[src/bmpdec_pkg.sv]
// Shared types and constants for the bitmap stream pixel decoder.
`default_nettype none
package bmpdec_pkg;
  typedef enum logic [2:0] {
    PH_HEADER = 3'd0,
    PH_SKIP   = 3'd1,
    PH_PIXELS = 3'd2,
    PH_DONE   = 3'd3,
    PH_IDLE   = 3'd4
  } phase_e;

  typedef enum logic [1:0] {
    REP_PIXEL  = 2'd0,
    REP_IMAGE  = 2'd1,
    REP_SCREEN = 2'd2,
    REP_DONE   = 2'd3
  } report_e;

  localparam logic [2:0] CFG_ORIGIN_X = 3'd0;
  localparam logic [2:0] CFG_ORIGIN_Y = 3'd1;
  localparam logic [2:0] CFG_DISP_W   = 3'd2;
  localparam logic [2:0] CFG_DISP_H   = 3'd3;
  localparam logic [2:0] CFG_DEPTH    = 3'd4;

  localparam logic [1:0] DEPTH_COLOR = 2'd0;
  localparam logic [1:0] DEPTH_MONO  = 2'd1;

  localparam int unsigned HDR_LAST    = 29;
  localparam int unsigned HDR_LEN     = 30;
  localparam logic [9:0]  MONO3_LIMIT = 10'd381;
  localparam logic [4:0]  MONO2_LIMIT = 5'd10;

  typedef struct packed {
    logic        emit;
    report_e     kind;
    logic        is_mono;
    logic        two_byte;
    logic [23:0] bytes;
    logic [13:0] x;
    logic [13:0] y;
  } job_t;
endpackage
`default_nettype wire

[src/bmpdec_front.sv]
// Front end: header parse, byte skip, pixel assembly and coordinate generation.
`default_nettype none
module bmpdec_front #(
  parameter int unsigned MaxImageDim = 4096
) (
  input  wire logic                clk_i,
  input  wire logic                rst_ni,
  input  wire logic                in_valid_i,
  output logic                     in_stall_o,
  input  wire logic [7:0]          file_byte_i,
  input  wire logic                start_flag_i,
  input  wire logic signed [12:0]  origin_x_i,
  input  wire logic signed [12:0]  origin_y_i,
  input  wire logic [1:0]          depth_i,
  input  wire logic                q_full_i,
  output logic                     job_valid_o,
  output bmpdec_pkg::job_t         job_o
);
  bmpdec_pkg::phase_e phase_q, phase_d;
  logic [7:0]  cnt_q, cnt_d;
  logic [31:0] hw_q, hw_d, hh_q, hh_d;
  logic [15:0] bits_q, bits_d;
  logic [7:0]  off_q, off_d;
  logic [12:0] iw_q, iw_d, ih_q, ih_d, row_q, row_d, col_q, col_d;
  logic        td_q, td_d;
  logic [2:0]  bpp_q, bpp_d;
  logic [23:0] pb_q, pb_d;
  logic [1:0]  pi_q, pi_d;

  logic        acc;
  logic [15:0] bits_full;
  logic [12:0] bpp_w;
  logic [31:0] hh_full, hmag;
  logic [12:0] rowpos;
  logic [23:0] pb_full;
  logic [1:0]  byte_sel;

  assign in_stall_o = q_full_i;
  assign acc = in_valid_i && !q_full_i;

  always_comb begin
    phase_d = phase_q; cnt_d = cnt_q; hw_d = hw_q; hh_d = hh_q; bits_d = bits_q;
    off_d = off_q; iw_d = iw_q; ih_d = ih_q; row_d = row_q; col_d = col_q;
    td_d = td_q; bpp_d = bpp_q; pb_d = pb_q; pi_d = pi_q;
    job_valid_o = 1'b0;
    job_o = '0;
    job_o.kind = bmpdec_pkg::REP_PIXEL;
    bits_full = bits_q; hh_full = hh_q; hmag = '0; bpp_w = '0;
    rowpos = '0; pb_full = pb_q;
    byte_sel = '0;
    if (acc) begin
      if (start_flag_i || phase_q != bmpdec_pkg::PH_DONE) begin
        if (start_flag_i) begin
          if (phase_q == bmpdec_pkg::PH_DONE) begin
            job_valid_o = 1'b1;
            job_o.kind = bmpdec_pkg::REP_DONE;
          end
          phase_d = bmpdec_pkg::PH_HEADER; cnt_d = '0; hw_d = '0; hh_d = '0;
          bits_d = '0; off_d = '0;
        end
        case (start_flag_i ? bmpdec_pkg::PH_HEADER : phase_q)
          bmpdec_pkg::PH_HEADER: begin
            if (start_flag_i) begin
              hw_d = '0; hh_d = '0; bits_d = '0;
            end
            byte_sel = cnt_d[1:0] + 2'd2;
            if (cnt_d == 8'd10) off_d = file_byte_i;
            if (cnt_d inside {[8'd18:8'd21]})
              hw_d[8*byte_sel+:8] = file_byte_i;
            if (cnt_d inside {[8'd22:8'd25]})
              hh_d[8*byte_sel+:8] = file_byte_i;
            if (cnt_d == 8'd28) bits_d[7:0] = file_byte_i;
            if (cnt_d == 8'd29) bits_d[15:8] = file_byte_i;
            bits_full = bits_d; hh_full = hh_d;
            if (cnt_d != 8'(bmpdec_pkg::HDR_LAST)) begin
              cnt_d = cnt_d + 8'd1;
            end else begin
              bpp_w = bits_full[15:3];
              hmag = hh_full[31] ? (~hh_full + 32'd1) : hh_full;
              if (bpp_w < 13'd2 || bpp_w > 13'd4 || hw_d > 32'(MaxImageDim) ||
                  hmag > 32'(MaxImageDim)) begin
                job_valid_o = 1'b1;
                job_o.kind = bmpdec_pkg::REP_IMAGE;
                phase_d = bmpdec_pkg::PH_IDLE;
              end else if (depth_i > bmpdec_pkg::DEPTH_MONO) begin
                job_valid_o = 1'b1;
                job_o.kind = bmpdec_pkg::REP_SCREEN;
                phase_d = bmpdec_pkg::PH_IDLE;
              end else begin
                iw_d = hw_d[12:0]; ih_d = hmag[12:0]; td_d = hh_full[31];
                bpp_d = bpp_w[2:0];
                if (off_d <= 8'(bmpdec_pkg::HDR_LEN)) begin
                  row_d = '0; col_d = '0; pb_d = '0; pi_d = '0;
                  phase_d = (iw_d == '0 || ih_d == '0) ? bmpdec_pkg::PH_DONE
                                                       : bmpdec_pkg::PH_PIXELS;
                end else begin
                  phase_d = bmpdec_pkg::PH_SKIP;
                  cnt_d = 8'(bmpdec_pkg::HDR_LEN);
                end
              end
            end
          end
          bmpdec_pkg::PH_SKIP: begin
            if ({1'b0, cnt_q} + 9'd1 >= {1'b0, off_q}) begin
              row_d = '0; col_d = '0; pb_d = '0; pi_d = '0;
              phase_d = (iw_q == '0 || ih_q == '0) ? bmpdec_pkg::PH_DONE
                                                   : bmpdec_pkg::PH_PIXELS;
            end else begin
              cnt_d = cnt_q + 8'd1;
            end
          end
          bmpdec_pkg::PH_PIXELS: begin
            if (pi_q != 2'd3) pb_full[8*pi_q+:8] = file_byte_i;
            if ({1'b0, pi_q} + 3'd1 < bpp_q) begin
              pb_d = pb_full;
              pi_d = pi_q + 2'd1;
            end else begin
              rowpos = td_q ? row_q : (ih_q - 13'd1 - row_q);
              job_valid_o = 1'b1;
              job_o.emit = 1'b1;
              job_o.is_mono = (depth_i == bmpdec_pkg::DEPTH_MONO);
              job_o.two_byte = (bpp_q == 3'd2);
              job_o.bytes = pb_full;
              job_o.x = {origin_x_i[12], origin_x_i} + {1'b0, col_q};
              job_o.y = {origin_y_i[12], origin_y_i} + {1'b0, rowpos};
              pb_d = '0; pi_d = '0;
              if (col_q + 13'd1 >= iw_q) begin
                col_d = '0;
                row_d = row_q + 13'd1;
                if (row_q + 13'd1 >= ih_q) phase_d = bmpdec_pkg::PH_DONE;
              end else begin
                col_d = col_q + 13'd1;
              end
            end
          end
          default: ;
        endcase
      end else begin
        job_valid_o = 1'b1;
        job_o.kind = bmpdec_pkg::REP_DONE;
        phase_d = bmpdec_pkg::PH_IDLE;
      end
    end
  end

  always_ff @(posedge clk_i or negedge rst_ni) begin
    if (!rst_ni) begin
      phase_q <= bmpdec_pkg::PH_HEADER;
      cnt_q <= '0; hw_q <= '0; hh_q <= '0; bits_q <= '0; off_q <= '0;
      iw_q <= '0; ih_q <= '0; row_q <= '0; col_q <= '0; td_q <= 1'b0;
      bpp_q <= '0; pb_q <= '0; pi_q <= '0;
    end else begin
      phase_q <= phase_d;
      cnt_q <= cnt_d; hw_q <= hw_d; hh_q <= hh_d; bits_q <= bits_d; off_q <= off_d;
      iw_q <= iw_d; ih_q <= ih_d; row_q <= row_d; col_q <= col_d; td_q <= td_d;
      bpp_q <= bpp_d; pb_q <= pb_d; pi_q <= pi_d;
    end
  end
endmodule
`default_nettype wire

[src/bmpdec_fifo.sv]
// Two-entry queue between the front end and the back end.
`default_nettype none
module bmpdec_fifo (
  input  wire logic             clk_i,
  input  wire logic             rst_ni,
  input  wire logic             push_i,
  input  wire bmpdec_pkg::job_t push_data_i,
  output logic                  full_o,
  output logic                  pop_valid_o,
  output bmpdec_pkg::job_t      pop_data_o,
  input  wire logic             pop_i
);
  bmpdec_pkg::job_t mem_q [2];
  logic       wp_q, rp_q;
  logic [1:0] cnt_q;

  assign full_o = (cnt_q == 2'd2);
  assign pop_valid_o = (cnt_q != 2'd0);
  assign pop_data_o = mem_q[rp_q];

  always_ff @(posedge clk_i) begin
    if (push_i) mem_q[wp_q] <= push_data_i;
  end

  always_ff @(posedge clk_i or negedge rst_ni) begin
    if (!rst_ni) begin
      wp_q <= 1'b0; rp_q <= 1'b0; cnt_q <= '0;
    end else begin
      if (push_i) wp_q <= ~wp_q;
      if (pop_i) rp_q <= ~rp_q;
      cnt_q <= cnt_q + {1'b0, push_i} - {1'b0, pop_i};
    end
  end
endmodule
`default_nettype wire

[src/bmpdec_back.sv]
// Back end: clipping, color conversion and the output register.
`default_nettype none
module bmpdec_back (
  input  wire logic             clk_i,
  input  wire logic             rst_ni,
  input  wire logic             job_valid_i,
  input  wire bmpdec_pkg::job_t job_i,
  output logic                  job_pop_o,
  input  wire logic [12:0]      disp_w_i,
  input  wire logic [12:0]      disp_h_i,
  output logic                  out_valid_o,
  input  wire logic             out_stall_i,
  output logic [11:0]           pixel_x_o,
  output logic [11:0]           pixel_y_o,
  output logic [15:0]           pixel_color_o,
  output logic [1:0]            report_kind_o
);
  logic [12:0] dw, dh;
  logic        visible, take, load;
  logic [7:0]  b0, b1, b2;
  logic [15:0] color;
  logic [4:0]  s2;
  logic [9:0]  s3;

  assign dw = (disp_w_i > 13'd4096) ? 13'd4096 : disp_w_i;
  assign dh = (disp_h_i > 13'd4096) ? 13'd4096 : disp_h_i;
  assign b0 = job_i.bytes[7:0];
  assign b1 = job_i.bytes[15:8];
  assign b2 = job_i.bytes[23:16];
  assign s2 = 5'(b1[7:5]) + 5'(b1[2:0]) + 5'(b0[4:2]);
  assign s3 = 10'(b0) + 10'(b1) + 10'(b2);
  assign visible = !job_i.emit ||
                   (!job_i.x[13] && job_i.x[12:0] < dw && !job_i.y[13] && job_i.y[12:0] < dh);

  always_comb begin
    color = '0;
    if (job_i.emit) begin
      if (job_i.two_byte) begin
        color = job_i.is_mono ? 16'(s2 > bmpdec_pkg::MONO2_LIMIT) : {b1, b0};
      end else begin
        color = job_i.is_mono ? 16'(s3 > bmpdec_pkg::MONO3_LIMIT)
                              : {b2[7:3], b1[7:2], b0[7:3]};
      end
    end
  end

  assign take = !out_valid_o || !out_stall_i;
  assign job_pop_o = job_valid_i && take;
  assign load = job_pop_o && visible;

  always_ff @(posedge clk_i) begin
    if (load) begin
      pixel_x_o     <= job_i.x[11:0];
      pixel_y_o     <= job_i.y[11:0];
      pixel_color_o <= color;
      report_kind_o <= job_i.kind;
    end
  end

  always_ff @(posedge clk_i or negedge rst_ni) begin
    if (!rst_ni) begin
      out_valid_o <= 1'b0;
    end else if (take) begin
      out_valid_o <= load;
    end
  end
endmodule
`default_nettype wire

[src/bmp_stream_pixel_decoder.sv]
// Top level of the bitmap stream pixel decoder.
`default_nettype none
// Takes one file byte per clock: a front end parses the header and assembles pixels,
// a two-entry queue decouples it from a back end that clips, converts to RGB565 or
// mono and holds the result beat in an output register. Sustained rate is one byte
// per cycle; input stalls only while the queue is full because the output is stalled.
// A result beat is held in a queue entry and then in the output register. No clearing
// pass after reset.
module bmp_stream_pixel_decoder #(
  parameter int unsigned MaxImageDim = 4096
) (
  input  wire logic        clk_i,
  input  wire logic        rst_ni,
  input  wire logic        in_valid_i,
  output logic             in_stall_o,
  input  wire logic [7:0]  file_byte_i,
  input  wire logic        start_flag_i,
  input  wire logic        cfg_valid_i,
  output logic             cfg_ready_o,
  input  wire logic [2:0]  cfg_index_i,
  input  wire logic [12:0] cfg_data_i,
  output logic             out_valid_o,
  input  wire logic        out_stall_i,
  output logic [11:0]      pixel_x_o,
  output logic [11:0]      pixel_y_o,
  output logic [15:0]      pixel_color_o,
  output logic [1:0]       report_kind_o
);
  logic signed [12:0] ox_q, oy_q;
  logic [12:0] dw_q, dh_q;
  logic [1:0]  dep_q;
  logic        full, jv, pv, pop;
  bmpdec_pkg::job_t job, pjob;

  assign cfg_ready_o = 1'b1;

  always_ff @(posedge clk_i or negedge rst_ni) begin
    if (!rst_ni) begin
      ox_q <= '0; oy_q <= '0; dw_q <= 13'd128; dh_q <= 13'd64;
      dep_q <= bmpdec_pkg::DEPTH_COLOR;
    end else if (cfg_valid_i) begin
      case (cfg_index_i)
        bmpdec_pkg::CFG_ORIGIN_X: ox_q <= cfg_data_i;
        bmpdec_pkg::CFG_ORIGIN_Y: oy_q <= cfg_data_i;
        bmpdec_pkg::CFG_DISP_W:   dw_q <= cfg_data_i;
        bmpdec_pkg::CFG_DISP_H:   dh_q <= cfg_data_i;
        bmpdec_pkg::CFG_DEPTH:    dep_q <= cfg_data_i[1:0];
        default: ;
      endcase
    end
  end

  bmpdec_front #(.MaxImageDim(MaxImageDim)) u_front (
    .clk_i, .rst_ni, .in_valid_i, .in_stall_o, .file_byte_i, .start_flag_i,
    .origin_x_i(ox_q), .origin_y_i(oy_q), .depth_i(dep_q), .q_full_i(full),
    .job_valid_o(jv), .job_o(job)
  );

  bmpdec_fifo u_fifo (
    .clk_i, .rst_ni, .push_i(jv), .push_data_i(job), .full_o(full),
    .pop_valid_o(pv), .pop_data_o(pjob), .pop_i(pop)
  );

  bmpdec_back u_back (
    .clk_i, .rst_ni, .job_valid_i(pv), .job_i(pjob), .job_pop_o(pop),
    .disp_w_i(dw_q), .disp_h_i(dh_q), .out_valid_o, .out_stall_i,
    .pixel_x_o, .pixel_y_o, .pixel_color_o, .report_kind_o
  );
endmodule
`default_nettype wire

[config.mk]
export PLATFORM = sky130hd
export DESIGN_NAME = bmp_stream_pixel_decoder
export DESIGN_NICKNAME = d
export VERILOG_FILES = /design/src/bmpdec_pkg.sv /design/src/bmpdec_front.sv /design/src/bmpdec_fifo.sv /design/src/bmpdec_back.sv /design/src/bmp_stream_pixel_decoder.sv
export SDC_FILE = /design/constraint.sdc
export NUM_CORES = 1
export LEC_CHECK = 0
export ABC_CLOCK_PERIOD_IN_PS = 22700
export BUFFER_PORTS_ARGS = -buffer_cell sky130_fd_sc_hd__buf_2
export CELL_PAD_IN_SITES_DETAIL_PLACEMENT = 0
export CELL_PAD_IN_SITES_GLOBAL_PLACEMENT = 1
export CORE_MARGIN = 4
export CORE_UTILIZATION = 54
export CTS_CLUSTER_DIAMETER = 30
export DETAILED_ROUTE_END_ITERATION = 8
export PLACE_DENSITY_LB_ADDON = 0.08
export SYNTH_ARGS = -nofsm -noshare
export SYNTH_HDL_FRONTEND = slang
export SYNTH_SLANG_ARGS = --single-unit
[constraint.sdc]
create_clock -name clk_i -period 22.7 [get_ports clk_i]
set_input_delay 0 -clock clk_i [delete_from_list [all_inputs] [get_ports clk_i]]
set_output_delay 0 -clock clk_i [all_outputs]
set_load 0.05 [all_outputs]
== Word level (Yosys, flattened, before mapping) ==
Memory sizes are Yosys's and may differ from the RTL's.
Cells that the tools add are included.
W data, S select, Z words.

* Add/sub/neg operators: 21
* $lt $le $gt $ge: 20
* Equality and inequality tests: 23
* Shift-type cells: 4
* Mux-type cells: 120
* Bitwise gates (word level): 6
* Reductions and logical operators: 40

{| class="wikitable"
|+ Operators by type and width
! cell !! number
|-
| $mux W32 || 21
|-
| $mux W8 || 22
|-
| $mux W24 || 7
|-
| $mux W54 || 3
|-
| $mux W13 || 12
|-
| $mux W16 || 6
|-
| $pmux W13 S3 || 2
|-
| $pmux W24 S3 || 1
|-
| $neg A5 Y34 || 2
|-
| $bwmux W32 || 2
|-
| $gt A32 B13 Y1 const B || 2
|-
| $mux W57 || 1
|-
| $logic_not A13 Y1 || 4
|-
| $shift A8 B34 Y24 const A || 1
|-
| $shift A8 B34 Y32 const A || 1
|-
| $shiftx A8 B34 Y24 || 1
|-
| $shiftx A8 B34 Y32 || 1
|-
| $add A32 B1 Y32 const B || 1
|-
| $not A32 Y32 || 1
|-
| $mux W3 || 10
|-
| $add A14 B13 Y14 || 2
|-
| $add A13 B1 Y13 const B || 2
|-
| $ge A13 B13 Y1 || 2
|-
| $gt A13 B13 Y1 const B || 2
|-
| other kinds (53) || 125
|}

* Register bits after elaboration: 282
* Memory bits (writable): 114
* Logic and storage cells: 262
* Memories: 1

{| class="wikitable"
|+ Memory list
! memory !! depth !! bits a word !! read ports !! clocked after Yosys merged registers in !! write ports !! line !! text
|-
| u_fifo.mem_q || 2 || 57 || 1 || 0 || 1 || bmpdec_fifo.sv:13 || <nowiki>bmpdec_pkg::job_t mem_q [2];</nowiki>
|}

== Longest topological paths before layout ==
Gate-level depths: netlist of run 1.

* Depth in word-level cells: 24
* Depth in mapped cells: 28

== Hierarchy ==
A second synthesis of run 1 with hierarchy kept.

* Cell total of the unflattened synthesis: 2256
* Area, all modules: 23570.1 um2

{| class="wikitable"
|+ Modules (own cells, without submodules)
! module !! times used !! cells each !! area an instance (um2) !! sequential area each (um2)
|-
| bmpdec_front || 1 || 1690 || 14151.1 || 4454.3
|-
| bmpdec_fifo || 1 || 192 || 4388.0 || 3523.4
|-
| bmpdec_back || 1 || 255 || 2942.8 || 1286.2
|-
| bmp_stream_pixel_decoder || 1 || 119 || 2088.3 || 1353.8
|}

== Worst setup path before layout of run 1 ==
Ideal clock, no wire load.

* Path kind: input -> register
* Start: in start_flag_i
* End: mem u_fifo.mem_q[0][0] (netlist bit), enable pin
* Setup time: 0.472 ns
* Arrival: 7.274 ns
* Setup slack: 14.955 ns
* Cell stages on the path: 24
* Buffers on the path: 6
* Cell sequence: clkbuf_1 -> clkbuf_1 -> clkbuf_1 -> clkbuf_1 -> nor2b_1 -> inv_1 -> ha_1 -> clkbuf_1 -> o311a_1 -> a31oi_1 -> clkbuf_1 -> a22oi_1 -> ha_1 -> o41ai_1 -> a221oi_1 -> nand3_1 -> nor3_1 -> mux2_2 -> nand4b_1 -> nor4_2 -> o2111ai_2 -> o21ai_0 -> a21o_1 -> nor2_1

* Longest elaborated chain between the ends: 23

{| class="wikitable"
|+ Ends and longest elaborated chain
! element !! line !! text
|-
| from (decl) || bmp_stream_pixel_decoder.sv:17 || <nowiki>input wire logic start_flag_i,</nowiki>
|-
| $mux W8 || bmpdec_front.sv:53 || <nowiki>if (start_flag_i) begin</nowiki>
|-
| $mux W8 || bmpdec_front.sv:52 || <nowiki>if (start_flag_i || phase_q != bmpdec_pkg::PH_DONE) begin</nowiki>
|-
| $mux W8 || bmpdec_front.sv:51 || <nowiki>if (acc) begin</nowiki>
|-
| $add A2 B2 Y2 || bmpdec_front.sv:66 || <nowiki>byte_sel = cnt_d[1:0] + 2'd2;</nowiki>
|-
| $neg A5 Y34 || bmpdec_front.sv:69, bmpdec_front.sv:71 ||
|-
| $shiftx A8 B34 Y32 / $shift A8 B34 Y32 (equally long branches) || bmpdec_front.sv:69, bmpdec_front.sv:71 ||
|-
| $bwmux W32 || bmpdec_front.sv:71 || <nowiki>hh_d[8*byte_sel+:8] = file_byte_i;</nowiki>
|-
| $mux W32 || bmpdec_front.sv:70 || <nowiki>if (cnt_d inside {[8'd22:8'd25]})</nowiki>
|-
| [... 7 more ...] || -- ||
|-
| $logic_or A1 B1 Y1 || bmpdec_front.sv:80 || <nowiki>if (bpp_w < 13'd2 || bpp_w > 13'd4 || hw_d > 32'(MaxImageDim) ||</nowiki>
|-
| $mux W1 || bmpdec_front.sv:80 ||
|-
| $mux W1 || bmpdec_front.sv:75 || <nowiki>if (cnt_d != 8'(bmpdec_pkg::HDR_LAST)) begin</nowiki>
|-
| $pmux W1 S2 || bmpdec_front.sv:61 || <nowiki>case (start_flag_i ? bmpdec_pkg::PH_HEADER : phase_q)</nowiki>
|-
| $mux W1 (*) || bmpdec_front.sv:52 ||
|-
| $mux W1 (*) || bmpdec_front.sv:51 ||
|-
| $mux W1 (*) || bmpdec_fifo.sv:22 || <nowiki>if (push_i) mem_q[wp_q] <= push_data_i;</nowiki>
|-
| $mux W1 (not written as such) (*) || bmpdec_fifo.sv:22 ||
|-
| to (decl) || bmpdec_fifo.sv:13 ||
|}

Mark *: on every way between the ends. The rest lies on a longest branch, timed or not. The select of a mux whose other input is x is not followed.

== Worst setup path after layout of run 1 ==
* Start: reg u_front.cnt_q[1]
* End: reg u_fifo.cnt_q[1]

* Longest elaborated chain between the ends: 23

{| class="wikitable"
|+ Ends and longest elaborated chain
! element !! line !! text
|-
| from (decl) || bmpdec_front.sv:20 || <nowiki>logic [7:0] cnt_q, cnt_d;</nowiki>
|-
| from (signal assigned) || bmpdec_front.sv:149 || <nowiki>cnt_q <= '0; hw_q <= '0; hh_q <= '0; bits_q <= '0; off_q <= '0;</nowiki>
|-
| from (signal assigned) || bmpdec_front.sv:154 || <nowiki>cnt_q <= cnt_d; hw_q <= hw_d; hh_q <= hh_d; bits_q <= bits_d; off_q <= off_d;</nowiki>
|-
| $mux W8 (*) || bmpdec_front.sv:53 ||
|-
| $mux W8 (*) || bmpdec_front.sv:52 ||
|-
| $mux W8 (*) || bmpdec_front.sv:51 ||
|-
| $add A2 B2 Y2 || bmpdec_front.sv:66 ||
|-
| $neg A5 Y34 || bmpdec_front.sv:69, bmpdec_front.sv:71 ||
|-
| $shiftx A8 B34 Y32 / $shift A8 B34 Y32 (equally long branches) || bmpdec_front.sv:69, bmpdec_front.sv:71 ||
|-
| $bwmux W32 || bmpdec_front.sv:71 ||
|-
| $mux W32 || bmpdec_front.sv:70 ||
|-
| [... 7 more ...] || -- ||
|-
| $logic_or A1 B1 Y1 || bmpdec_front.sv:80 ||
|-
| $mux W1 || bmpdec_front.sv:80 ||
|-
| $mux W1 (*) || bmpdec_front.sv:75 ||
|-
| $pmux W1 S2 (*) || bmpdec_front.sv:61 ||
|-
| $mux W1 (*) || bmpdec_front.sv:52 ||
|-
| $mux W1 (*) || bmpdec_front.sv:51 ||
|-
| $add A2 B1 Y2 (*) || bmpdec_fifo.sv:31 || <nowiki>cnt_q <= cnt_q + {1'b0, push_i} - {1'b0, pop_i};</nowiki>
|-
| $sub A2 B1 Y2 (*) || bmpdec_fifo.sv:31 ||
|-
| to (signal assigned) || bmpdec_fifo.sv:31 ||
|-
| to (decl) || bmpdec_fifo.sv:15 || <nowiki>logic [1:0] cnt_q;</nowiki>
|}

Marked as above.
A chain may end at the register's enable or synchronous reset.

==> impl_results.html, run 1 <==
<table>
<tr><th>Metric</th><th>Value</th></tr>
<tr><th colspan="2">Route</th></tr>
<tr><td>Post-detailed-route DRC marker count</td><td>0</td></tr>
<tr><td>Remaining antenna violation count</td><td>0</td></tr>
<tr><td>WL final</td><td>63820 um</td></tr>
<tr><td>Iteration count of the initial detailed-routing pass</td><td>6</td></tr>
<tr><td>Average wire per cell in the routed design</td><td>21.53 um</td></tr>
<tr><td>Via count</td><td>~18000</td></tr>
<tr><td>Initial DRC count</td><td>approximately 1500</td></tr>
<tr><td>Via count normalized by instance count</td><td>6.143</td></tr>
<tr><th colspan="2">GRT</th></tr>
<tr><td>Initial antenna violation count</td><td>0</td></tr>
<tr><td>Pin count of the biggest net entering global routing</td><td>86</td></tr>
<tr><td>Number of global-route vias before repair</td><td>about 18000</td></tr>
<tr><td>Global-route wire length before repair</td><td>102300 um</td></tr>
<tr><td>GRT Resource Usage Total</td><td>around 28%</td></tr>
<tr><td>Remaining global-route overflow</td><td>0</td></tr>
<tr><th colspan="2">Critical path</th></tr>
<tr><td>Last element of the critical path</td><td>u_fifo.cnt_q[1]</td></tr>
<tr><td>Sort of element at the end of the critical path</td><td>register</td></tr>
<tr><td>Length in cells of the worst reg-to-reg path</td><td>23</td></tr>
<tr><td>Reg-to-reg critical path startpoint</td><td>u_front.cnt_q[1]</td></tr>
<tr><td>Internal reg-to-reg setup slack</td><td>15800 ps</td></tr>
<tr><td>Startpoint of the worst setup timing path</td><td>u_front.cnt_q[1]</td></tr>
<tr><td>Critical path class</td><td>reg2reg</td></tr>
<tr><td>Kind of launch point of the worst setup path</td><td>register</td></tr>
<tr><td>CP Max Fanout</td><td>14</td></tr>
<tr><td>Worst Path Arrival</td><td>~7500 ps</td></tr>
<tr><td>FF-to-FF End</td><td>u_fifo.cnt_q[1]</td></tr>
<tr><td>Worst endpoint required time</td><td>approximately 23000 ps</td></tr>
<tr><th colspan="2">Synth</th></tr>
<tr><td>Post-synth top flop</td><td>dfrtp_1</td></tr>
<tr><td>Synth Area per Inst</td><td>10.32 um2</td></tr>
<tr><td>Seq cells post-synth</td><td>a little under 400</td></tr>
<tr><td>Count of flip-flops with a built-in enable after synthesis</td><td>156</td></tr>
<tr><td>Sequential element share of the synthesized area</td><td>46.11%</td></tr>
<tr><td>Fraction of registers with async set/reset</td><td>60.31%</td></tr>
<tr><td>Number of warnings printed during yosys synthesis</td><td>0</td></tr>
<tr><td>Number of unique standard cell types used by synthesis</td><td>83</td></tr>
<tr><td>Post-synth design cell area</td><td>about 0.023 mm2</td></tr>
<tr><td>Net count after synthesis</td><td>2407</td></tr>
<tr><td>Cells after synthesis</td><td>2232</td></tr>
<tr><th colspan="2">Clocking</th></tr>
<tr><td>Maximum root-to-sink buffer count</td><td>3</td></tr>
<tr><td>Clk Tree Root Cell</td><td>clkbuf_16</td></tr>
<tr><td>Setup Buffers After CTS</td><td>0</td></tr>
<tr><td>Hold Buf Count CTS</td><td>31</td></tr>
<tr><td>Number of levels in the clock H-tree</td><td>3</td></tr>
<tr><td>Number of sinks on the clock net</td><td>just under 400</td></tr>
<tr><td>Clock buffers created by TritonCTS</td><td>92</td></tr>
<tr><td>TritonCTS clock tree</td><td>built</td></tr>
<tr><td>Clock transition at the registers of the reported paths</td><td>50 ps</td></tr>
<tr><td>Worst-Skew Late Latency</td><td>approximately 640 ps</td></tr>
<tr><td>Post-cts repair resize count</td><td>0</td></tr>
<tr><th colspan="2">Layout</th></tr>
<tr><td>Share of layout cells above drive strength 1</td><td>18.60%</td></tr>
<tr><td>Post-route standard cell area excluding fillers</td><td>approximately 0.028 mm2</td></tr>
<tr><td>Net count of the finished layout</td><td>2521</td></tr>
<tr><td>Antenna Cells</td><td>0</td></tr>
<tr><td>Layout Utilization</td><td>65.78%</td></tr>
<tr><td>Synth-to-Final Area Change</td><td>20.09%</td></tr>
<tr><td>Layout Cells excl Fill</td><td>2964</td></tr>
<tr><th colspan="2">Timing</th></tr>
<tr><td>Maximum clock skew at final layout</td><td>44.34 ps</td></tr>
<tr><td>Slew at the pin closest to its max-slew limit</td><td>roughly 1300 ps</td></tr>
<tr><td>Number of failing hold endpoints at the final stage</td><td>0</td></tr>
<tr><td>Portion of the clock cycle consumed by the worst path in the final layout</td><td>between 30% and 40%</td></tr>
<tr><td>Maximum frequency from static timing analysis</td><td>around 0.14 GHz</td></tr>
<tr><td>Clock period minus worst slack</td><td>6902 ps</td></tr>
<tr><td>Sum of negative setup slack</td><td>0 ps</td></tr>
<tr><td>Setup repair after global routing missed its margin</td><td>no</td></tr>
<tr><td>Rel. slew slack</td><td>16.25%</td></tr>
<tr><td>Final setup vio count</td><td>0</td></tr>
<tr><td>Final setup slack of the worst path</td><td>15800 ps</td></tr>
<tr><td>Final number of max-transition violations</td><td>0</td></tr>
<tr><th colspan="2">Power</th></tr>
<tr><td>Leakage component of the power</td><td>11.87 nW</td></tr>
<tr><td>Maximum ir drop on the vdd rail</td><td>70.23 uV</td></tr>
<tr><td>Cell Pwr Density</td><td>119.0 mW/mm2</td></tr>
<tr><th colspan="2">Worst hold path</th></tr>
<tr><td>Kind of path behind the tightest hold check</td><td>in2reg</td></tr>
<tr><th colspan="2">Floorplan</th></tr>
<tr><td>Die Wd</td><td>214.5 um</td></tr>
<tr><td>Starting density of the core</td><td>54.77%</td></tr>
<tr><td># rows</td><td>75</td></tr>
<tr><td>Core area</td><td>0.04204 mm2</td></tr>
<tr><td>Overall die area</td><td>~0.046 mm2</td></tr>
<tr><td>IO Count</td><td>75</td></tr>
<tr><td>Chip height</td><td>about 210 um</td></tr>
<tr><th colspan="2">Run</th></tr>
<tr><td>Reported max-cap violation count</td><td>0</td></tr>
<tr><th colspan="2">Placed design</th></tr>
<tr><td>Global placement routability congestion</td><td>0.9369</td></tr>
<tr><td>Worst-case setup slack after placement</td><td>15840 ps</td></tr>
<tr><td>Area after DPL</td><td>~0.024 mm2</td></tr>
<tr><td>Port Buffer Count</td><td>73</td></tr>
<tr><td>Detailed Place HPWL</td><td>43850 um</td></tr>
<tr><td>Placed instance count</td><td>2760</td></tr>
<tr><th colspan="2">Status</th></tr>
<tr><td>Status</td><td>finished clean</td></tr>
</table>
-- cell usage after synthesis (11+ instances only) --
cell | n | area, um2
and2_1 | 11 | 68.82
nand3_1 | 51 | 255.2
nor3_1 | 61 | 305.3
mux2_2 | 117 | 1318
a22o_1 | 65 | 569.3
a21oi_1 | 84 | 420.4
edfxtp_1 | 156 | 4684
clkbuf_1 | 109 | 409.1
xnor2_1 | 60 | 525.5
inv_1 | 101 | 379.1
mux2i_1 | 32 | 320.3
a211oi_1 | 13 | 97.59
dfrtp_1 | 235 | 5881
a22oi_1 | 60 | 450.4
a32o_1 | 33 | 330.3
nand4_1 | 17 | 106.4
nand2b_1 | 27 | 168.9
nand2_1 | 181 | 679.4
a21o_1 | 32 | 240.2
o31ai_1 | 20 | 150.1
and3_1 | 23 | 143.9
o21bai_1 | 14 | 105.1
nor4_1 | 29 | 181.4
xor2_1 | 31 | 271.5
a31oi_1 | 29 | 181.4
o21ai_0 | 127 | 635.6
ha_1 | 138 | 1727
or2_2 | 20 | 125.1
or3_1 | 15 | 93.84
nor2b_1 | 23 | 143.9
nor2_1 | 162 | 608.1
-- area by class of cell --
| type | count | area, um2 |
|---|---|---|
| Fill cell | 3300 | 14390 |
| Multi-Input combinational cell | 1617 | 11640 |
| Sequential cell | 393 | 10620 |
| Clock buffer | 109 | 2530 |
| Timing Repair Buffer | 141 | 963.4 |
| Clock inverter | 64 | 842.1 |
| Tap cell | 539 | 674.4 |
| Inverter | 101 | 379.1 |
-- how the worst min path moves through the flow --
stage                   startpoint          endpoint  slack (ps)  depth (start not counted)
floorplan                   rst_ni          dep_q[0]        -300                          0
global placement            rst_ni   u_front.hw_q[1]          60                          1
finish              file_byte_i[0]  u_front.off_q[0]          50                          3
detailed placement          rst_ni   u_front.hw_q[1]          70                          1
global route        file_byte_i[0]  u_front.off_q[0]          40                          3
CTS                 file_byte_i[0]  u_front.hw_q[24]           2                          3
-- where the power goes --
group,internal (W),total (W),switching [W]
Combinational,0.000351,0.000986,0.000635
Sequential,0.000852,0.000908,0.0000559
Clock,0.000952,0.00140,0.000445
Total,0.00215,0.00329,0.00114
-- flip-flops by register name, indices dropped and copies added, names as in the netlist, 3 cells and up --
register and count:
u_fifo.mem_q 114, u_front.phase_q 3, u_front.row_q 13, u_back.pixel_x_o 12
u_front.bits_q 13, u_front.col_q 13, dh_q 13, dw_q 13
u_front.hw_q 32, u_front.cnt_q 8, u_front.bpp_q 3, u_front.pb_q 24
u_back.pixel_y_o 12, u_front.hh_q 32, u_back.pixel_color_o 16, ox_q 13
u_front.ih_q 13, u_front.off_q 8, oy_q 13, u_front.iw_q 13
-- cell usage in the layout, fill, tap and decap left out, types with 15 or more instances in the layout --
master / instances
and3_1: 23
a22o_1: 65
a21o_1: 32
nand3_1: 50
xor2_1: 31
clkbuf_16: 95
a22oi_1: 59
xnor2_1: 60
nand2_1: 179
or3_1: 15
nor2b_1: 23
nand2b_1: 27
clkinv_2: 15
a21oi_1: 83
ha_1: 138
mux2_2: 117
o31ai_1: 20
inv_1: 101
clkinvlp_4: 15
edfxtp_1: 156
a31oi_1: 29
nor4_1: 27
mux2i_1: 32
dfrtp_1: 234
nand4_1: 17
or2_2: 20
o21ai_0: 127
a32o_1: 33
buf_2: 72
buf_4: 37
dlygate4sd3_1: 31
nor2_1: 160
nor3_1: 61
-- metal layers --
metal / vias up / global-route usage (%) / share of wire, %
met5: - / 0 / 0
met4: 0 / 11.84 / 4.3
met3: 174 / 5.498 / 6.5
met2: 674 / 43.44 / 45
met1: 8810 / 37.53 / 44
li1: 8549 / - / -
-- per-stage QoR --
stage	total power (W)	hold slack, ps
after floorplan	0.001644	-295.6
after global placement	0.001865	60.44
after detailed placement	0.001887	66.89
after CTS	0.003308	2.271
after global routing	0.003461	36.52
final	0.003291	52.99
-- critical path: stages, from the launching register on --
cell       delay (ps)
dfrtp_1           470
nor2b_1           370
ha_1              370
nor2_1            110
o21ai_1           730
a31oi_1           210
buf_4             240
a22oi_1           340
ha_1              370
o41ai_1           200
a221oi_1          240
nand3_1           230
nor3_1            450
mux2_2            250
nand4b_1          100
nor4_2            370
o2111ai_2         330
o21ai_0           330
a21o_1            360
ha_1              290
inv_1              60
ha_1              140
xnor2_1           130
xnor2_1           140
-- cell families after synthesis --
| logic type | Yosys count | share of synthesized area, % |
|---|---|---|
| AOI/OAI and AO/OA | 564 | 17.18 |
| buffers and inverters | 222 | 3.684 |
| xor gates and xnor gates | 91 | 3.461 |
| muxes | 149 | 7.113 |
| adders and majority gates | 146 | 8.150 |
| other | 1 | 0.01629 |
| and+or+nand+nor | 666 | 14.28 |
| DFF | 393 | 46.11 |
No activity file was read; power rests on OpenSTA's default activity.
==> run 2: changes to the inputs <==
ABC_CLOCK_PERIOD_IN_PS = 6900   (was 22700)
CORE_UTILIZATION = 50   (was 54)
clock period = 6.9 ns   (was 22.7 ns; I/O delays follow)
==> run 2 against run 1 <==
- the flow now finishes with violations (negative hold slack)
- critical endpoint unchanged
- clock power grew to 3.4 times the previous value
- first-iteration DRC count is 12% lower
- clock-buffer cell count is 12 higher
- highest routed layer unchanged
- largest cell class unchanged
- sequential share of layout area is 0.51 points lower
- core utilization is 4.2 points lower
- wire length is 2.7% higher
- die area is 7.7% higher
==> impl_results.html, run 2 (synthesized netlist as in run 1, its figures left out) <==
<table>
<tr><th>Metric</th><th>Value</th></tr>
<tr><th colspan="2">Route</th></tr>
<tr><td>Iteration count of the initial detailed-routing pass</td><td>5 (-1)</td></tr>
<tr><td>WL final</td><td>65550 um (+2.7%)</td></tr>
<tr><td>Remaining antenna violation count</td><td>0 (unchanged)</td></tr>
<tr><td>Average wire per cell in the routed design</td><td>21.49 um (-0.18%)</td></tr>
<tr><td>Via count normalized by instance count</td><td>5.979 (-2.7%)</td></tr>
<tr><td>Via count</td><td>18240 (+0.16%)</td></tr>
<tr><td>Initial DRC count</td><td>1354 (-12%)</td></tr>
<tr><td>Post-detailed-route DRC marker count</td><td>0 (unchanged)</td></tr>
<tr><th colspan="2">Critical path</th></tr>
<tr><td>Critical-path cell with the highest stage delay</td><td>dfrtp_1</td></tr>
<tr><td>Highest cell delay on the worst timing path</td><td>500 ps (-230 ps)</td></tr>
<tr><td>CP Max Fanout</td><td>13 (-1)</td></tr>
<tr><td>Sort of element at the end of the critical path</td><td>register</td></tr>
<tr><td>Kind of launch point of the worst setup path</td><td>register</td></tr>
<tr><td>Ordered list of cells on the worst path</td><td>nand2b_1 -&gt; inv_1 -&gt; ha_1 -&gt; o311a_1 -&gt; a31oi_1 -&gt; buf_4 -&gt; a22oi_1 -&gt; ha_1 -&gt; o41ai_1 -&gt; a221oi_1 -&gt; nand3_1 -&gt; nor4b_4 -&gt; nand3_1 -&gt; a22o_1 -&gt; a221oi_1 -&gt; o2111ai_2 -&gt; o21ai_0 -&gt; a21o_1 -&gt; ha_1 -&gt; inv_1 -&gt; ha_1 -&gt; xnor2_1 -&gt; xnor2_1</td></tr>
<tr><td>Most common cell type on the critical path</td><td>ha_1</td></tr>
<tr><td>Worst Path Arrival</td><td>6980 ps (-470 ps)</td></tr>
<tr><td>Worst endpoint required time</td><td>7460 ps (-15780 ps)</td></tr>
<tr><td>Critical path class</td><td>reg2reg</td></tr>
<tr><th colspan="2">Clocking</th></tr>
<tr><td>Number of sinks on the clock net</td><td>393 (unchanged)</td></tr>
<tr><td>Clk Tree Root Cell</td><td>clkbuf_16</td></tr>
<tr><td>Maximum root-to-sink buffer count</td><td>3 (unchanged)</td></tr>
<tr><td>Clock transition at the registers of the reported paths</td><td>50 ps (about the same)</td></tr>
<tr><td>Clock buffers created by TritonCTS</td><td>99 (+7.6%)</td></tr>
<tr><td>Number of levels in the clock H-tree</td><td>3 (unchanged)</td></tr>
<tr><td>Setup Buffers After CTS</td><td>0 (unchanged)</td></tr>
<tr><td>Worst-Skew Late Latency</td><td>650 ps (about the same)</td></tr>
<tr><td>TritonCTS clock tree</td><td>built</td></tr>
<tr><th colspan="2">Power</th></tr>
<tr><td>Maximum ir drop on the vdd rail</td><td>343.3 uV (+390%)</td></tr>
<tr><td>Leakage component of the power</td><td>12.05 nW (+1.5%)</td></tr>
<tr><td>Cell Pwr Density</td><td>396.4 mW/mm2 (+230%)</td></tr>
<tr><th colspan="2">Timing</th></tr>
<tr><td>Final setup slack of the worst path</td><td>481.6 ps (-15320 ps)</td></tr>
<tr><td>Worst Hold Margin</td><td>-39.16 ps (-92.15 ps)</td></tr>
<tr><td>Setup repair after global routing missed its margin</td><td>no</td></tr>
<tr><td>Number of failing hold endpoints at the final stage</td><td>9 (+9)</td></tr>
<tr><td>Rel. slew slack</td><td>12.36% (-3.9 points)</td></tr>
<tr><td>Portion of the clock cycle consumed by the worst path in the final layout</td><td>93.02% (+63 points)</td></tr>
<tr><td>Clock period minus worst slack</td><td>6418 ps (-483.2 ps)</td></tr>
<tr><td>Maximum frequency from static timing analysis</td><td>0.1558 GHz (+7.5%)</td></tr>
<tr><td>Sum of negative setup slack</td><td>0 ps (unchanged)</td></tr>
<tr><td>Maximum clock skew at final layout</td><td>34.96 ps (-9.380 ps)</td></tr>
<tr><td>Final setup vio count</td><td>0 (unchanged)</td></tr>
<tr><td>Final number of max-transition violations</td><td>0 (unchanged)</td></tr>
<tr><td>Slew at the pin closest to its max-slew limit</td><td>1311 ps (+58.30 ps)</td></tr>
<tr><th colspan="2">Run</th></tr>
<tr><td>Reported max-cap violation count</td><td>0 (unchanged)</td></tr>
<tr><th colspan="2">Floorplan</th></tr>
<tr><td>Core area</td><td>0.04548 mm2 (+8.2%)</td></tr>
<tr><td>Die Wd</td><td>222.6 um (+3.8%)</td></tr>
<tr><td>Chip height</td><td>222.6 um (+3.8%)</td></tr>
<tr><td>Starting density of the core</td><td>50.63% (-4.1 points)</td></tr>
<tr><td># rows</td><td>78 (+4.0%)</td></tr>
<tr><td>Overall die area</td><td>0.04955 mm2 (+7.7%)</td></tr>
<tr><td>IO Count</td><td>75 (unchanged)</td></tr>
<tr><th colspan="2">Layout</th></tr>
<tr><td>Register with the highest flop count</td><td>u_fifo.mem_q</td></tr>
<tr><td>Share of layout cells above drive strength 1</td><td>19.14% (+0.54 points)</td></tr>
<tr><td>Synth-to-Final Area Change</td><td>21.71%</td></tr>
<tr><td>Most frequent cells in the layout</td><td>dfrtp_1 (234), nand2_1 (179), nor2_1 (160)</td></tr>
<tr><td>Post-route standard cell area excluding fillers</td><td>0.02803 mm2 (+1.4%)</td></tr>
<tr><td>Registers with the most flip-flops</td><td>u_fifo.mem_q (114), u_front.hh_q (32), u_front.hw_q (32)</td></tr>
<tr><td>Flip-flop count of the largest register, all copies and words added</td><td>114 (unchanged)</td></tr>
<tr><td>Net count of the finished layout</td><td>2539 (+0.71%)</td></tr>
<tr><td>Most frequent standard cell in the layout excluding fill and tap cells</td><td>dfrtp_1</td></tr>
<tr><td>Antenna Cells</td><td>0 (unchanged)</td></tr>
<tr><td>Fill count</td><td>3790 (+15%)</td></tr>
<tr><th colspan="2">Placed design</th></tr>
<tr><td>Detailed Place HPWL</td><td>44630 um (+1.8%)</td></tr>
<tr><td>Global placement routability congestion</td><td>0.8690 (-7.2%)</td></tr>
<tr><td>Area after DPL</td><td>0.02413 mm2 (+0.68%)</td></tr>
<tr><td>Port Buffer Count</td><td>73 (unchanged)</td></tr>
<tr><td>Worst-case setup slack after placement</td><td>577.3 ps (-15270 ps)</td></tr>
<tr><th colspan="2">GRT</th></tr>
<tr><td>Number of global-route vias before repair</td><td>18450 (+0.34%)</td></tr>
<tr><td>Remaining global-route overflow</td><td>0 (unchanged)</td></tr>
<tr><td>GRT Resource Usage Total</td><td>26.28% (-1.3 points)</td></tr>
<tr><td>Initial antenna violation count</td><td>0 (unchanged)</td></tr>
<tr><td>Pin count of the biggest net entering global routing</td><td>143 (+66%)</td></tr>
<tr><td>Global-route wire length before repair</td><td>104500 um (+2.1%)</td></tr>
<tr><th colspan="2">Status</th></tr>
<tr><td>Failing checks</td><td>negative hold slack</td></tr>
<tr><td>Status</td><td>finished, violations left</td></tr>
<tr><th colspan="2">Worst hold path</th></tr>
<tr><td>Kind of path behind the tightest hold check</td><td>in2async</td></tr>
</table>
-- run 2: layer usage --
| metal | up-vias | GRT usage, % | part of all wire (%) |
|---|---|---|---|
| met5 | - | 0 | 0 |
| met3 | 141 | 4.571 | 5.0 |
| li1 | 8611 | - | - |
| met4 | 0 | 9.207 | 3.0 |
| met1 | 8940 | 35.59 | 44 |
| met2 | 544 | 42.94 | 48 |
-- run 2: critical path: cells and delay by family (launching register included) --
kind | cells | cell delay (ps)
AOI/OAI and AO/OA | 10 | 2980
adders and majority gates | 4 | 1060
and+or+nand+nor | 4 | 1010
buffers and inverters | 3 | 520
DFF | 1 | 500
xor gates and xnor gates | 2 | 260
-- run 2: what timing repair did --
action,in CTS,in global routing
setup endpoints to repair,0,0
endpoints found under the hold margin,171,0
hold buffers,33,0
resized for setup,0,0
-- run 2: metrics by stage --
step,instances,total power (W),utilization (%)
after detailed placement,2830,0.006259,53.06
after floorplan,2232,0.005407,-
final,3050,0.01111,61.63
after global routing,3050,0.01168,61.63
after global placement,2830,0.006195,53.06
after CTS,3050,0.01118,61.63
-- run 2: cell type report --
| class | instances | area (um2) | share of cell area (%) |
|---|---|---|---|
| inverter | 101 | 379.1 | 1.353 |
| multi-input combinational | 1617 | 11650 | 41.57 |
| sequential | 393 | 10620 | 37.89 |
| timing repair buffer | 152 | 1064 | 3.795 |
| tap | 600 | 750.7 | 2.679 |
| clock buffer | 121 | 2660 | 9.491 |
| clock inverter | 66 | 903.4 | 3.223 |
-- run 2: where the power goes --
part	leakage (nW)	internal [W]	switching (W)
clock	1.74	0.00332	0.00150
sequential	4.49	0.00281	0.000193
combinational	5.83	0.00119	0.00210
total	12.0	0.00731	0.00380
-- run 2: path summary, 6_finish.rpt --
kind                                   from                  to  slack, ps  depth (start not counted)
max                        u_front.cnt_q[0]     u_fifo.cnt_q[1]        480                         23
min                                  rst_ni             dh_q[2]        -40                          2
max reg2reg                u_front.cnt_q[0]     u_fifo.cnt_q[1]        480                         23
min reg2reg                u_front.hh_q[27]    u_front.hh_q[27]        480                          2
max in group asynchronous            rst_ni     u_front.iw_q[4]       5510                          3
min in group clk_i           file_byte_i[6]  u_front.bits_q[14]        110                          2
==> run 3: changes to the inputs <==
CORE_UTILIZATION = 40   (was 50)
CTS_CLUSTER_SIZE = 24   (was unset)
==> run 3 against run 2 <==
- via count fell by 0.71%
- critical path type unchanged
- critical path depth shrank 2
- global-route usage shrank 4.1 points
- worst setup slack improved by 190 ps
- critical endpoint is now u_front.col_q[6]
- core utilization fell by 12 points
- clock-buffer cell count down 1
- flip-flop and latch count unchanged
- cell count is 5.4% higher
- combinational power about the same
- clock power about the same
- largest cell class unchanged
- the flow still finishes with violations (negative hold slack)
==> impl_results.html, run 3 (synthesized netlist as in run 1, its figures left out) <==
<table>
<tr><th>Metric</th><th>Value</th></tr>
<tr><th colspan="2">Critical path</th></tr>
<tr><td>Last element of the critical path</td><td>u_front.col_q[6]</td></tr>
<tr><td>Critical path class</td><td>reg2reg</td></tr>
<tr><td>WP depth</td><td>21 (-8.7%)</td></tr>
<tr><td>Most common cell type on the critical path</td><td>buf_4</td></tr>
<tr><td>Buffers &amp; Inverters on Critical Path</td><td>4 (+1)</td></tr>
<tr><td>Internal reg-to-reg setup slack</td><td>670 ps (+190 ps)</td></tr>
<tr><td>Reg-to-reg critical path startpoint</td><td>u_front.cnt_q[0]</td></tr>
<tr><td>Ordered list of cells on the worst path</td><td>nand2b_1 -&gt; inv_1 -&gt; ha_1 -&gt; o311a_1 -&gt; a31oi_1 -&gt; buf_4 -&gt; a22oi_1 -&gt; ha_2 -&gt; o41ai_1 -&gt; a221oi_1 -&gt; nand3_1 -&gt; nor4b_4 -&gt; nand3_1 -&gt; a22o_1 -&gt; a221oi_1 -&gt; o2111ai_2 -&gt; buf_4 -&gt; o41ai_4 -&gt; buf_4 -&gt; and3_1 -&gt; a22o_1</td></tr>
<tr><td>Worst Path Arrival</td><td>6790 ps (-190 ps)</td></tr>
<tr><td>FF-to-FF End</td><td>u_front.col_q[6]</td></tr>
<tr><td>Sort of element at the end of the critical path</td><td>register</td></tr>
<tr><td>Highest cell delay on the worst timing path</td><td>510 ps (about the same)</td></tr>
<tr><td>Kind of launch point of the worst setup path</td><td>register</td></tr>
<tr><td>Startpoint of the worst setup timing path</td><td>u_front.cnt_q[0]</td></tr>
<tr><td>Length in cells of the worst reg-to-reg path</td><td>21 (-8.7%)</td></tr>
<tr><td>Worst endpoint required time</td><td>7460 ps (about the same)</td></tr>
<tr><td>Cell class contributing the biggest share of worst-path delay</td><td>compound AO/OA/AOI/OAI gates</td></tr>
<tr><td>CP Max Fanout</td><td>16 (+3)</td></tr>
<tr><td>Critical-path cell with the highest stage delay</td><td>dfrtp_1</td></tr>
<tr><th colspan="2">Power</th></tr>
<tr><td>Combinational Power Share</td><td>29.5% (about the same)</td></tr>
<tr><td>Switching power</td><td>0.003805 W (+0.23%)</td></tr>
<tr><td>Total internal power</td><td>0.007253 W (-0.83%)</td></tr>
<tr><td>Maximum ir drop on the vdd rail</td><td>293.3 uV (-15%)</td></tr>
<tr><td>Share of total power in the clock network</td><td>43.4% (about the same)</td></tr>
<tr><td>Sequential group share of total power</td><td>27.0% (about the same)</td></tr>
<tr><td>Cell Pwr Density</td><td>391.0 mW/mm2 (-1.4%)</td></tr>
<tr><td>Total chip power</td><td>0.01106 W (-0.47%)</td></tr>
<tr><td>Net switching share of the total power</td><td>34.41% (+0.24 points)</td></tr>
<tr><td>Leakage component of the power</td><td>12.07 nW (+0.18%)</td></tr>
<tr><th colspan="2">Placed design</th></tr>
<tr><td>Detailed Place HPWL</td><td>47620 um (+6.7%)</td></tr>
<tr><td>Global placement routability congestion</td><td>0.8998 (+3.5%)</td></tr>
<tr><td>Port Buffer Count</td><td>73 (unchanged)</td></tr>
<tr><td>Placed instance count</td><td>2994 (+5.8%)</td></tr>
<tr><th colspan="2">Layout</th></tr>
<tr><td>Flip-flop count of the largest register, all copies and words added</td><td>114 (unchanged)</td></tr>
<tr><td>Sequential cell area</td><td>0.01062 mm2 (unchanged)</td></tr>
<tr><td>Most frequent cells in the layout</td><td>dfrtp_1 (234), nand2_1 (179), nor2_1 (159)</td></tr>
<tr><td>Synth-to-Final Area Change</td><td>22.83%</td></tr>
<tr><td>Register with the highest flop count</td><td>u_fifo.mem_q</td></tr>
<tr><td>Layout Cells excl Fill</td><td>3214 (+5.4%)</td></tr>
<tr><td>Most frequent standard cell in the layout excluding fill and tap cells</td><td>dfrtp_1</td></tr>
<tr><td>Total area of multi-input combinational cells</td><td>0.01166 mm2 (about the same)</td></tr>
<tr><td>Registers with the most flip-flops</td><td>u_fifo.mem_q (114), u_front.hh_q (32), u_front.hw_q (32)</td></tr>
<tr><td>Fill count</td><td>5212 (+38%)</td></tr>
<tr><td>Share of layout cells above drive strength 1</td><td>19.77% (+0.63 points)</td></tr>
<tr><td>Net count of the finished layout</td><td>2546 (+0.28%)</td></tr>
<tr><td>Antenna Cells</td><td>0 (unchanged)</td></tr>
<tr><th colspan="2">GRT</th></tr>
<tr><td>GRT Resource Usage Total</td><td>22.23% (-4.1 points)</td></tr>
<tr><td>Remaining global-route overflow</td><td>0 (unchanged)</td></tr>
<tr><td>Number of global-route vias before repair</td><td>18380 (-0.41%)</td></tr>
<tr><td>Pin count of the biggest net entering global routing</td><td>125 (-13%)</td></tr>
<tr><td>Initial antenna violation count</td><td>1 (+1)</td></tr>
<tr><td>Global-route wire length before repair</td><td>106600 um (+2.0%)</td></tr>
<tr><th colspan="2">Route</th></tr>
<tr><td>Initial DRC count</td><td>1257 (-7.2%)</td></tr>
<tr><td>Remaining antenna violation count</td><td>0 (unchanged)</td></tr>
<tr><td>Post-detailed-route DRC marker count</td><td>0 (unchanged)</td></tr>
<tr><td>Iteration count of the initial detailed-routing pass</td><td>5 (unchanged)</td></tr>
<tr><td>WL final</td><td>67970 um (+3.7%)</td></tr>
<tr><td>Via count normalized by instance count</td><td>5.633 (-5.8%)</td></tr>
<tr><td>Average wire per cell in the routed design</td><td>21.15 um (-1.6%)</td></tr>
<tr><td>Via count</td><td>18110 (-0.71%)</td></tr>
<tr><th colspan="2">Floorplan</th></tr>
<tr><td>Core area</td><td>0.05671 mm2 (+25%)</td></tr>
<tr><td>Chip height</td><td>247.9 um (+11%)</td></tr>
<tr><td>Die Wd</td><td>247.9 um (+11%)</td></tr>
<tr><td>Starting density of the core</td><td>40.60% (-10 points)</td></tr>
<tr><td>IO Count</td><td>75 (unchanged)</td></tr>
<tr><td># rows</td><td>87 (+12%)</td></tr>
<tr><td>Overall die area</td><td>0.06147 mm2 (+24%)</td></tr>
<tr><th colspan="2">Clocking</th></tr>
<tr><td>TritonCTS clock tree</td><td>built</td></tr>
<tr><td>Clock transition at the registers of the reported paths</td><td>40 ps (about the same)</td></tr>
<tr><td>Worst-Skew Late Latency</td><td>650 ps (about the same)</td></tr>
<tr><td>Number of levels in the clock H-tree</td><td>3 (unchanged)</td></tr>
<tr><td>Number of sinks on the clock net</td><td>393 (unchanged)</td></tr>
<tr><td>Maximum root-to-sink buffer count</td><td>3 (unchanged)</td></tr>
<tr><td>Clock buffers created by TritonCTS</td><td>101 (+2.0%)</td></tr>
<tr><td>Clk Tree Root Cell</td><td>clkbuf_16</td></tr>
<tr><th colspan="2">Status</th></tr>
<tr><td>Status</td><td>finished, violations left</td></tr>
<tr><td>Failing checks</td><td>negative hold slack</td></tr>
<tr><th colspan="2">Timing</th></tr>
<tr><td>Rel. slew slack</td><td>13.99% (+1.6 points)</td></tr>
<tr><td>Setup repair after global routing missed its margin</td><td>no</td></tr>
<tr><td>Clock period minus worst slack</td><td>6229 ps (-189.9 ps)</td></tr>
<tr><td>Final setup vio count</td><td>0 (unchanged)</td></tr>
<tr><td>Maximum frequency from static timing analysis</td><td>0.1606 GHz (+3.0%)</td></tr>
<tr><td>Slew at the pin closest to its max-slew limit</td><td>1287 ps (-24.41 ps)</td></tr>
<tr><td>Number of failing hold endpoints at the final stage</td><td>4 (-5)</td></tr>
<tr><td>Portion of the clock cycle consumed by the worst path in the final layout</td><td>90.27% (-2.8 points)</td></tr>
<tr><td>Maximum clock skew at final layout</td><td>60.30 ps (+25.34 ps)</td></tr>
<tr><td>Final number of max-transition violations</td><td>0 (unchanged)</td></tr>
<tr><td>Worst Hold Margin</td><td>-12.46 ps (+26.69 ps)</td></tr>
<tr><th colspan="2">Worst hold path</th></tr>
<tr><td>Kind of path behind the tightest hold check</td><td>in2async</td></tr>
<tr><th colspan="2">Run</th></tr>
<tr><td>Reported max-cap violation count</td><td>0 (unchanged)</td></tr>
</table>
==> run 3: cell count changes in the layout (fill, tap and decap cells not counted), moves of 2 or more <==
cell and delta:
clkbuf_1 -2, buf_12 +2, clkbuf_8 -3, clkinv_2 -2, clkbuf_16 +4, inv_6 +3, dlygate4sd3_1 -4, clkinvlp_4 +3
inv_8 -2, clkinv_4 +7, buf_4 +7, bufinv_16 -3
==> run 3: power by group through the flow <==
stage	registers, W	clock network (W)	logic [W]
final	0.00299	0.00480	0.00326
after global routing	0.00303	0.00503	0.00361
after CTS	0.00299	0.00489	0.00329
after detailed placement	0.00303	0	0.00325
after global placement	0.00302	0	0.00322
after floorplan	0.00335	0	0.00206
==> run 3: layout make-up <==
type	count	share of cell area (%)
repair buffers	157	3.946
well taps	756	3.344
inverters	101	1.340
clock buffers	120	9.586
flip-flops and latches	393	37.54
clock inverters	70	3.021
multi-input cells	1617	41.22
==> run 3: stage by stage <==
stage / TNS [ps] / area [um2] / utilization [%] / setup slack [ps]
3_3_place_gp: 0 / 24420 / 43.05 / 661.9
2_1_floorplan: -96380 / 23030 / - / -845.5
3_5_place_dp: 0 / 24420 / 43.05 / 593.9
6_report: 0 / 28280 / 49.87 / 671.5
5_1_grt: 0 / 28280 / 49.87 / 78.84
4_1_cts: 0 / 28270 / 49.85 / 502.5
==> run 3: how the worst min path moves through the flow <==
stage | from | end | slack, ps | cells past startpoint
6_report | rst_ni | u_front.bits_q[12] | -10 | 2
5_1_grt | file_byte_i[6] | u_front.hw_q[6] | 20 | 3
4_1_cts | file_byte_i[6] | u_front.hw_q[6] | 20 | 3
3_5_place_dp | rst_ni | u_front.bits_q[12] | 150 | 1
3_3_place_gp | rst_ni | u_front.bits_q[12] | 140 | 1
2_1_floorplan | rst_ni | dep_q[0] | -300 | 0
==> run 3: timing repair <==
action,CTS,global route
gates resized for setup,0,2
setup buffers,0,1
setup endpoints to repair,0,9
endpoints found under the hold margin,190,0
hold buffers,29,0
==> run 3: per-layer routing <==
layer	track usage [%]	routed length (um)	vias up
met4	8.926	2497	2
met1	29.75	30520	8834
met3	4.300	3545	152
met2	35.65	31400	506
met5	0	13	-
li1	-	-	8612
